--- config.mk ---
export PLATFORM = sky130hd
export DESIGN_NAME = ping_round_trip_tracker
export DESIGN_NICKNAME = d
export VERILOG_FILES = /design/src/hw/rtl/prt_pkg.sv /design/src/hw/rtl/prt_mem.sv /design/src/hw/rtl/prt_div.sv /design/src/hw/rtl/ping_round_trip_tracker.sv
export SDC_FILE = /design/constraint.sdc
export NUM_CORES = 2
export LEC_CHECK = 0
export ABC_AREA = 1
export BUFFER_PORTS_ARGS = -buffer_cell sky130_fd_sc_hd__buf_2
export CELL_PAD_IN_SITES_DETAIL_PLACEMENT = 2
export CELL_PAD_IN_SITES_GLOBAL_PLACEMENT = 2
export CORE_MARGIN = 3
export CORE_UTILIZATION = 49
export CTS_BUF_LIST = sky130_fd_sc_hd__clkbuf_2 sky130_fd_sc_hd__clkbuf_4 sky130_fd_sc_hd__clkbuf_8
export DETAILED_ROUTE_END_ITERATION = 12
export PLACE_DENSITY_LB_ADDON = 0.1
export SLEW_MARGIN = 0
export SYNTH_ARGS = -nofsm -noshare
export SYNTH_HDL_FRONTEND = slang
export SYNTH_SLANG_ARGS = --single-unit
--- constraint.sdc ---
create_clock -name clk -period 17.87 [get_ports clk]
set_input_delay 3.574 -clock clk [delete_from_list [all_inputs] [get_ports clk]]
set_output_delay 3.574 -clock clk [all_outputs]
set_load 0.005 [all_outputs]
--- src/hw/rtl/prt_pkg.sv ---
`default_nettype none

package prt_pkg;

	localparam int ENTRIES_DEF = 10;
	localparam int ID_W = 16;
	localparam int TIME_W = 48;
	localparam int AVG_W = 32;
	localparam int QUO_W = AVG_W - 1;

	localparam logic [1:0] OP_SEND  = 2'd0;
	localparam logic [1:0] OP_RECV  = 2'd1;
	localparam logic [1:0] OP_AVG   = 2'd2;
	localparam logic [1:0] OP_CLEAR = 2'd3;

	typedef struct packed {
		logic [1:0]        opcode;
		logic [ID_W-1:0]   ping_id;
		logic [TIME_W-1:0] now_ms;
	} req_t;

	typedef struct packed {
		logic [ID_W-1:0]         new_id;
		logic signed [AVG_W-1:0] average_ms;
	} rsp_t;

	typedef struct packed {
		logic [ID_W-1:0]   id;
		logic [TIME_W-1:0] sent;
		logic [TIME_W-1:0] recv;
	} entry_t;

endpackage

`default_nettype wire

--- src/hw/rtl/prt_mem.sv ---
`default_nettype none

module prt_mem #(
	parameter int ENTRIES = prt_pkg::ENTRIES_DEF
) (
	input  wire                          clk,
	input  wire                          arst_n,
	input  wire                          clr,
	input  wire                          rd_en,
	input  wire [$clog2(ENTRIES)-1:0]    rd_addr,
	output prt_pkg::entry_t              rd_data,
	input  wire                          wr_en,
	input  wire [$clog2(ENTRIES)-1:0]    wr_addr,
	input  prt_pkg::entry_t              wr_data
);
	import prt_pkg::*;

	entry_t               mem_q [ENTRIES];
	logic [ENTRIES-1:0]   vld_q;
	entry_t               rd_q;
	logic                 rd_vld_q;

	// read returns old data on a same-address write; the sequencer never overlaps them
	always_ff @(posedge clk) begin
		if (wr_en)
			mem_q[wr_addr] <= wr_data;
		if (rd_en)
			rd_q <= mem_q[rd_addr];
	end

	always_ff @(posedge clk or negedge arst_n) begin
		if (!arst_n) begin
			vld_q    <= '0;
			rd_vld_q <= 1'b0;
		end else begin
			if (clr)
				vld_q <= '0;
			else if (wr_en)
				vld_q[wr_addr] <= 1'b1;
			if (rd_en)
				rd_vld_q <= vld_q[rd_addr];
		end
	end

	// never-written entries read as zero
	assign rd_data = rd_vld_q ? rd_q : '0;

endmodule

`default_nettype wire

--- src/hw/rtl/prt_div.sv ---
`default_nettype none

module prt_div #(
	parameter int CW = 4
) (
	input  wire                         clk,
	input  wire                         arst_n,
	input  wire                         start,
	input  wire [prt_pkg::QUO_W-1:0]    dvd,
	input  wire [CW-1:0]                dvs,
	output logic                        done,
	output logic [prt_pkg::QUO_W-1:0]   quo
);
	import prt_pkg::*;

	localparam int NW = $clog2(QUO_W);

	logic              run_q;
	logic              done_q;
	logic [NW-1:0]     cnt_q;
	logic [QUO_W-1:0]  dvd_q;
	logic [CW-1:0]     dvs_q;
	logic [CW-1:0]     rem_q;
	logic [CW:0]       rem_sh;
	logic [CW:0]       dif;
	logic              qbit;

	// restoring divide, one quotient bit per cycle
	always_comb begin
		rem_sh = {rem_q, dvd_q[QUO_W-1]};
		dif    = rem_sh - {1'b0, dvs_q};
		qbit   = ~dif[CW];
	end

	always_ff @(posedge clk or negedge arst_n) begin
		if (!arst_n) begin
			run_q  <= 1'b0;
			done_q <= 1'b0;
			cnt_q  <= '0;
		end else begin
			done_q <= run_q && (cnt_q == '0);
			if (start) begin
				run_q <= 1'b1;
				cnt_q <= NW'(QUO_W - 1);
			end else if (run_q) begin
				if (cnt_q == '0)
					run_q <= 1'b0;
				else
					cnt_q <= cnt_q - NW'(1);
			end
		end
	end

	always_ff @(posedge clk) begin
		if (start) begin
			dvd_q <= dvd;
			dvs_q <= dvs;
			rem_q <= '0;
		end else if (run_q) begin
			dvd_q <= {dvd_q[QUO_W-2:0], qbit};
			rem_q <= qbit ? dif[CW-1:0] : rem_sh[CW-1:0];
		end
	end

	assign done = done_q;
	assign quo  = dvd_q;

endmodule

`default_nettype wire

--- src/hw/rtl/ping_round_trip_tracker.sv ---
`default_nettype none

// Ping round-trip tracker.
// Command channel: req (opcode, ping_id, now_ms) is taken on a rising edge with
// start high and busy low. Every command returns exactly one result beat on rsp,
// marked by a one-cycle done strobe; the receiver takes it unconditionally.
// Opcodes: send (new_id = previous head id + 1, wraps at 16 bits), receive (stamp
// first record in index order whose id matches), average (half mean round trip,
// truncated), clear. Unused result fields read zero.
// Work from accept to done, all records held in one synchronous memory:
//   clear     answered from idle, busy stays low
//   send      read head record, write next record
//   receive   one record read per cycle until a match
//   average   one record per cycle; result zero when nothing was measured, else
//             halve the sum magnitude, run a 31-bit bit-serial divide by the count,
//             then apply the sign
// A new command may be accepted in the cycle its predecessor's done is shown.
// Reset clears the head pointer and the per-record valid bits, so every record
// reads as zero until written; no clearing pass is needed.

module ping_round_trip_tracker #(
	parameter int ENTRIES = prt_pkg::ENTRIES_DEF
) (
	input  wire            clk,
	input  wire            arst_n,
	input  wire            start,
	output logic           busy,
	input  prt_pkg::req_t  req,
	output logic           done,
	output prt_pkg::rsp_t  rsp
);
	import prt_pkg::*;

	localparam int AW = $clog2(ENTRIES);
	localparam int CW = $clog2(ENTRIES + 1);

	localparam logic [2:0] ST_IDLE = 3'd0;
	localparam logic [2:0] ST_SEND = 3'd1;
	localparam logic [2:0] ST_SCAN = 3'd2;
	localparam logic [2:0] ST_PREP = 3'd3;
	localparam logic [2:0] ST_DIV  = 3'd4;

	logic [2:0]          state_q;
	logic [1:0]          op_q;
	logic [ID_W-1:0]     pid_q;
	logic [TIME_W-1:0]   now_q;
	logic [AW-1:0]       head_q;
	logic [AW-1:0]       idx_s1;
	logic [AVG_W-1:0]    sum_q;
	logic [CW-1:0]       cnt_q;
	logic                neg_q;
	logic                done_q;
	rsp_t                rsp_q;

	logic                accept;
	logic                rd_en, wr_en, clr;
	logic [AW-1:0]       rd_addr, wr_addr;
	entry_t              rd_data, wr_data;
	logic                div_start, div_done;
	logic [QUO_W-1:0]    div_quo;
	logic [AVG_W-1:0]    mag;

	logic [AW-1:0]       head_nx;
	logic                last;
	logic                match;
	logic                qual;
	logic [AVG_W-1:0]    rtt;
	logic [AVG_W-1:0]    sum_nx;
	logic [CW-1:0]       cnt_nx;
	logic                emit;
	rsp_t                rsp_nx;
	logic [2:0]          state_nx;

	prt_mem #(.ENTRIES(ENTRIES)) u_mem (
		.clk     (clk),
		.arst_n  (arst_n),
		.clr     (clr),
		.rd_en   (rd_en),
		.rd_addr (rd_addr),
		.rd_data (rd_data),
		.wr_en   (wr_en),
		.wr_addr (wr_addr),
		.wr_data (wr_data)
	);

	prt_div #(.CW(CW)) u_div (
		.clk    (clk),
		.arst_n (arst_n),
		.start  (div_start),
		.dvd    (mag[AVG_W-1:1]),
		.dvs    (cnt_q),
		.done   (div_done),
		.quo    (div_quo)
	);

	assign accept  = start && (state_q == ST_IDLE);
	assign head_nx = (head_q == AW'(ENTRIES - 1)) ? '0 : head_q + AW'(1);
	assign last    = (idx_s1 == AW'(ENTRIES - 1));
	assign match   = (rd_data.id == pid_q);
	assign qual    = (rd_data.sent != '0) && (rd_data.recv != '0);
	assign rtt     = rd_data.recv[AVG_W-1:0] - rd_data.sent[AVG_W-1:0];
	assign sum_nx  = sum_q + (qual ? rtt : '0);
	assign cnt_nx  = cnt_q + CW'(qual);
	// |trunc(s/2)| = |s| >> 1
	assign mag     = sum_q[AVG_W-1] ? (~sum_q + AVG_W'(1)) : sum_q;

	always_comb begin
		rd_en     = 1'b0;
		rd_addr   = idx_s1 + AW'(1);
		wr_en     = 1'b0;
		wr_addr   = idx_s1;
		wr_data   = rd_data;
		clr       = 1'b0;
		div_start = 1'b0;
		emit      = 1'b0;
		rsp_nx    = '0;
		state_nx  = state_q;
		unique case (state_q)
			ST_IDLE: begin
				if (accept) begin
					unique case (req.opcode)
						OP_SEND: begin
							rd_en    = 1'b1;
							rd_addr  = head_q;
							state_nx = ST_SEND;
						end
						OP_RECV, OP_AVG: begin
							rd_en    = 1'b1;
							rd_addr  = '0;
							state_nx = ST_SCAN;
						end
						default: begin
							clr  = 1'b1;
							emit = 1'b1;
						end
					endcase
				end
			end
			ST_SEND: begin
				wr_en          = 1'b1;
				wr_addr        = head_nx;
				wr_data.id     = rd_data.id + ID_W'(1);
				wr_data.sent   = now_q;
				wr_data.recv   = '0;
				emit           = 1'b1;
				rsp_nx.new_id  = rd_data.id + ID_W'(1);
				state_nx       = ST_IDLE;
			end
			ST_SCAN: begin
				rd_en = !last;
				if (op_q == OP_RECV) begin
					if (match) begin
						wr_en        = 1'b1;
						wr_data.recv = now_q;
						emit         = 1'b1;
						state_nx     = ST_IDLE;
					end else if (last) begin
						emit     = 1'b1;
						state_nx = ST_IDLE;
					end
				end else if (last) begin
					state_nx = ST_PREP;
				end
			end
			ST_PREP: begin
				if (cnt_q == '0) begin
					emit     = 1'b1;
					state_nx = ST_IDLE;
				end else begin
					div_start = 1'b1;
					state_nx  = ST_DIV;
				end
			end
			ST_DIV: begin
				if (div_done) begin
					emit              = 1'b1;
					rsp_nx.average_ms = neg_q ? (~{1'b0, div_quo} + AVG_W'(1))
					                          : {1'b0, div_quo};
					state_nx          = ST_IDLE;
				end
			end
			default: begin
				state_nx = ST_IDLE;
			end
		endcase
	end

	always_ff @(posedge clk or negedge arst_n) begin
		if (!arst_n) begin
			state_q <= ST_IDLE;
			head_q  <= '0;
			idx_s1  <= '0;
			done_q  <= 1'b0;
		end else begin
			state_q <= state_nx;
			done_q  <= emit;
			if (accept && (req.opcode == OP_CLEAR))
				head_q <= '0;
			else if (state_q == ST_SEND)
				head_q <= head_nx;
			if (accept)
				idx_s1 <= '0;
			else if (state_q == ST_SCAN)
				idx_s1 <= idx_s1 + AW'(1);
		end
	end

	always_ff @(posedge clk) begin
		if (accept) begin
			op_q  <= req.opcode;
			pid_q <= req.ping_id;
			now_q <= req.now_ms;
			sum_q <= '0;
			cnt_q <= '0;
		end else if (state_q == ST_SCAN) begin
			sum_q <= sum_nx;
			cnt_q <= cnt_nx;
		end
		if (state_q == ST_PREP)
			neg_q <= sum_q[AVG_W-1];
		if (emit)
			rsp_q <= rsp_nx;
	end

	assign busy = (state_q != ST_IDLE);
	assign done = done_q;
	assign rsp  = rsp_q;

endmodule

`default_nettype wire

==> impl_metrics.json <==
{
  "portBuffers": 118,
  "final_antenna_net_count": 0,
  "initial_core_util": 0.495,
  "setup-tns-final_ns": 0,
  "worstSetupStartpointType": "input pin",
  "cp_common_cell": "buf_4",
  "die_x_um": 363,
  "syn_area_sq_um": 62500,
  "yosysWarnings": 0,
  "setup_viol": 0,
  "grt_overflow": 0,
  "core-area_sq_um": 126000,
  "hold_class": "reg -> reg",
  "yosys.area.top_type": "edfxtp_1",
  "hold_buffers": 0,
  "cts_inserted_buffers": 236,
  "synth_most_common_cell": "edfxtp_1",
  "violations": "capacitance limit, slew limit",
  "syn_nets": 5354,
  "grt_pass1_wl_um": 372000,
  "synth_flop_cell": "edfxtp_1",
  "detail_route.iter0.violations": 5633,
  "h-tree-depth": 4,
  "fin_ws_ns": 9.32,
  "dr.pass1.iters": 6,
  "cpPeakStageDelay_ns": 0.84,
  "met1_usage": 0.476,
  "final_area_sq_um": 69200,
  "worstHoldStart": "u_div.rem_q[3]$_SDFFE_PP0P_",
  "wl_um": 256000,
  "synth_edf_count": 1382,
  "area_delta_synth_final_pct": 10.7,
  "grt_usage": 0.386,
  "ys_seq_area_frac": 0.688,
  "fin_crit_sh": 0.478,
  "crit_type": "in -> reg",
  "vias": 47795,
  "hold_end": "u_div.rem_q[3]$_SDFFE_PP0P_",
  "ys_ff_latch": 1452,
  "vias_per_cell": 6.64,
  "crit_family": "buffers and inverters",
  "synthDistinctLibCells": 60,
  "placed_cell_area_sq_um": 64500,
  "crit_required_ns": 18.59,
  "cts_setup_buffers": 0,
  "final_nets": 5490,
  "first_global_vias": 52330,
  "reg2reg_to": "u_mem.mem_q[3][25]$_DFFE_PP_",
  "crit_path_end_kind": "register",
  "cts_tree": "yes",
  "drv_cap": 4,
  "drive_above_1_share": 0.117,
  "use_met2": 0.639,
  "r2r_slack_ns": 10.14,
  "finalClockSkew_ns": 0.0594,
  "routedWlPerCell_um": 35.6,
  "outcome": "finished, violations left",
  "post_synth.cell_area_avg_sq_um": 12.0,
  "place_congestion": 0.870,
  "slew_violations": 11,
  "use_met3": 0.0816,
  "synthCells": 5206,
  "fmax_mhz": 117,
  "worstSkewPairLatency_ns": 1.01,
  "yosys-top-cells-count": "edfxtp_1 (1382), nor2_1 (946), o21ai_0 (591)",
  "std_cell_rows": 130,
  "cts.clk_slew.worst_paths_ns": 0.08,
  "pre_cts_ws_ns": 8.49,
  "synth_top_area_share": 0.664,
  "crit_path_top_delay_cell": "buf_4",
  "clock_path_buffers": 3,
  "yosys-top-cells-area": "edfxtp_1 (66%), nor2_1 (5.7%), o21ai_0 (4.7%)",
  "hold_viol": 0,
  "whs_path_depth": 2,
  "rsz0062_at_grt": "false",
  "cts_root_buffer": "clkbuf_8",
  "num_io_pins": 119,
  "maxSlewHeadroom": -0.0433,
  "cp_max_fo": 118,
  "fin_crit_ns": 8.55,
  "cp.arrival_ns": 9.27,
  "worst_pin_slew_ns": 1.55,
  "path_cells": "buf_2 > nand2_2 > nand2_1 > nand2_8 > inv_8 > buf_4 > buf_4 > buf_4 > nor2_1 > o32ai_1 > o21ai_0 > o32ai_1",
  "reg2reg_from": "u_mem.rd_vld_q$_DFFE_PN0P_",
  "antenna_found_initial": 15,
  "async_flop_share": 0.0207,
  "grt.busiest_layer": "met2",
  "r2r_cells": 13,
  "die_h_um": 363,
  "crit_buf_inv": 5,
  "post_cts_resized": 0,
  "fp.dieArea_sq_um": 132000,
  "hpwlAfterDp_um": 143000,
  "drc": 0,
  "clock_sinks": 1452,
  "grt_max_degree": 169
}
## worst register-to-register path, delay by kind of cell, from the launching register on
| kind | cells | cell delay [ns] |
|---|---|---|
| flip-flops | 1 | 0.71 |
| XOR/XNOR | 1 | 0.25 |
| AND/OR/NAND/NOR | 7 | 2.58 |
| buffers and inverters | 5 | 3.82 |
## cell families (layout without fill, tap and decap cells)
logic type,Yosys count,count (layout),share of synthesized area
compound gates,1222,1222,0.117
mux,121,121,0.0194
other cells,0,6,0
buf+inv,559,894,0.0374
fa+ha+maj,79,79,0.0162
simple gates,1706,1706,0.112
flops,1452,1452,0.688
xor+xnor,67,67,0.00938
## sequential cells by signal (all words and copies together), names as in the netlist, 4 cells and up
register,flops
idx_s1,4
head_q,4
u_div.rem_q,4
now_q,48
sum_q,32
rsp,48
u_div.cnt_q,5
u_mem.mem_q,1120
u_div.dvs_q,4
cnt_q,4
u_div.quo,31
pid_q,16
u_mem.vld_q,10
u_mem.rd_q,112
## worst max-delay path by stage
stage | from | endpoint | slack [ns] | depth (start not counted)
2_1_floorplan | idx_s1[0]$_DFFE_PN0P_ | u_mem.rd_vld_q$_DFFE_PN0P_ | 8.18 | 6
3_3_place_gp | start | u_mem.rd_q[10]$_DFFE_PP_ | 9.10 | 12
3_5_place_dp | start | u_mem.rd_q[58]$_DFFE_PP_ | 8.49 | 12
4_1_cts | start | u_mem.rd_q[58]$_DFFE_PP_ | 9.52 | 12
5_1_grt | start | u_mem.rd_q[66]$_DFFE_PP_ | 9.06 | 12
6_report | start | u_mem.rd_q[58]$_DFFE_PP_ | 9.32 | 12
## area by class of cell
| type | instances | area [sq um] |
|---|---|---|
| clock buffer | 355 | 4200 |
| fill | 11879 | 57000 |
| tap | 1650 | 2060 |
| inverter | 276 | 1080 |
| sequential | 1452 | 43100 |
| antenna | 6 | 15.0 |
| timing repair buffer | 181 | 1120 |
| clock inverter | 82 | 460 |
| multi-input combinational | 3195 | 17200 |
## cells in the final DEF, fill, tap and decap left out, types with 7 or more instances in the layout
| cell | instances |
|---|---|
| o21bai_1 | 31 |
| buf_2 | 119 |
| mux2i_1 | 121 |
| edfxtp_1 | 1382 |
| clkbuf_4 | 110 |
| or2_2 | 22 |
| a21oi_1 | 159 |
| nor4_1 | 14 |
| o211ai_1 | 22 |
| o221ai_1 | 26 |
| clkinv_2 | 22 |
| ha_1 | 76 |
| nand4_1 | 36 |
| o21a_1 | 11 |
| clkbuf_8 | 245 |
| a21o_1 | 10 |
| nor3_1 | 75 |
| xor2_1 | 40 |
| dfxtp_1 | 40 |
| nand2_1 | 432 |
| clkinv_1 | 46 |
| nand2_2 | 10 |
| o22ai_1 | 124 |
| nor2_4 | 7 |
| o21ai_0 | 578 |
| xnor2_1 | 27 |
| o21ai_1 | 53 |
| o32ai_1 | 177 |
| inv_1 | 265 |
| nand3_1 | 137 |
| buf_4 | 55 |
| nor2_1 | 943 |
| dfrtp_1 | 29 |
## per-layer routing
metal | up-vias | routed length, um | share of wire
li1 | 19330 | - | -
met1 | 24847 | 96600 | 0.38
met2 | 2741 | 124000 | 0.49
met3 | 865 | 20700 | 0.081
met4 | 12 | 14500 | 0.057
met5 | - | 81 | 0.00032
## stage by stage
step           hold WS (ns)  utilization  cells
2_1_floorplan         0.431            -   5206
3_3_place_gp          0.446        0.511   6750
3_5_place_dp          0.468        0.511   6750
4_1_cts               0.493        0.548   7187
5_1_grt               0.517        0.548   7195
6_report              0.495        0.548   7197
Power is not shown: default switching activity piles up to over one toggle a cycle in this logic, so the estimate is an artifact.
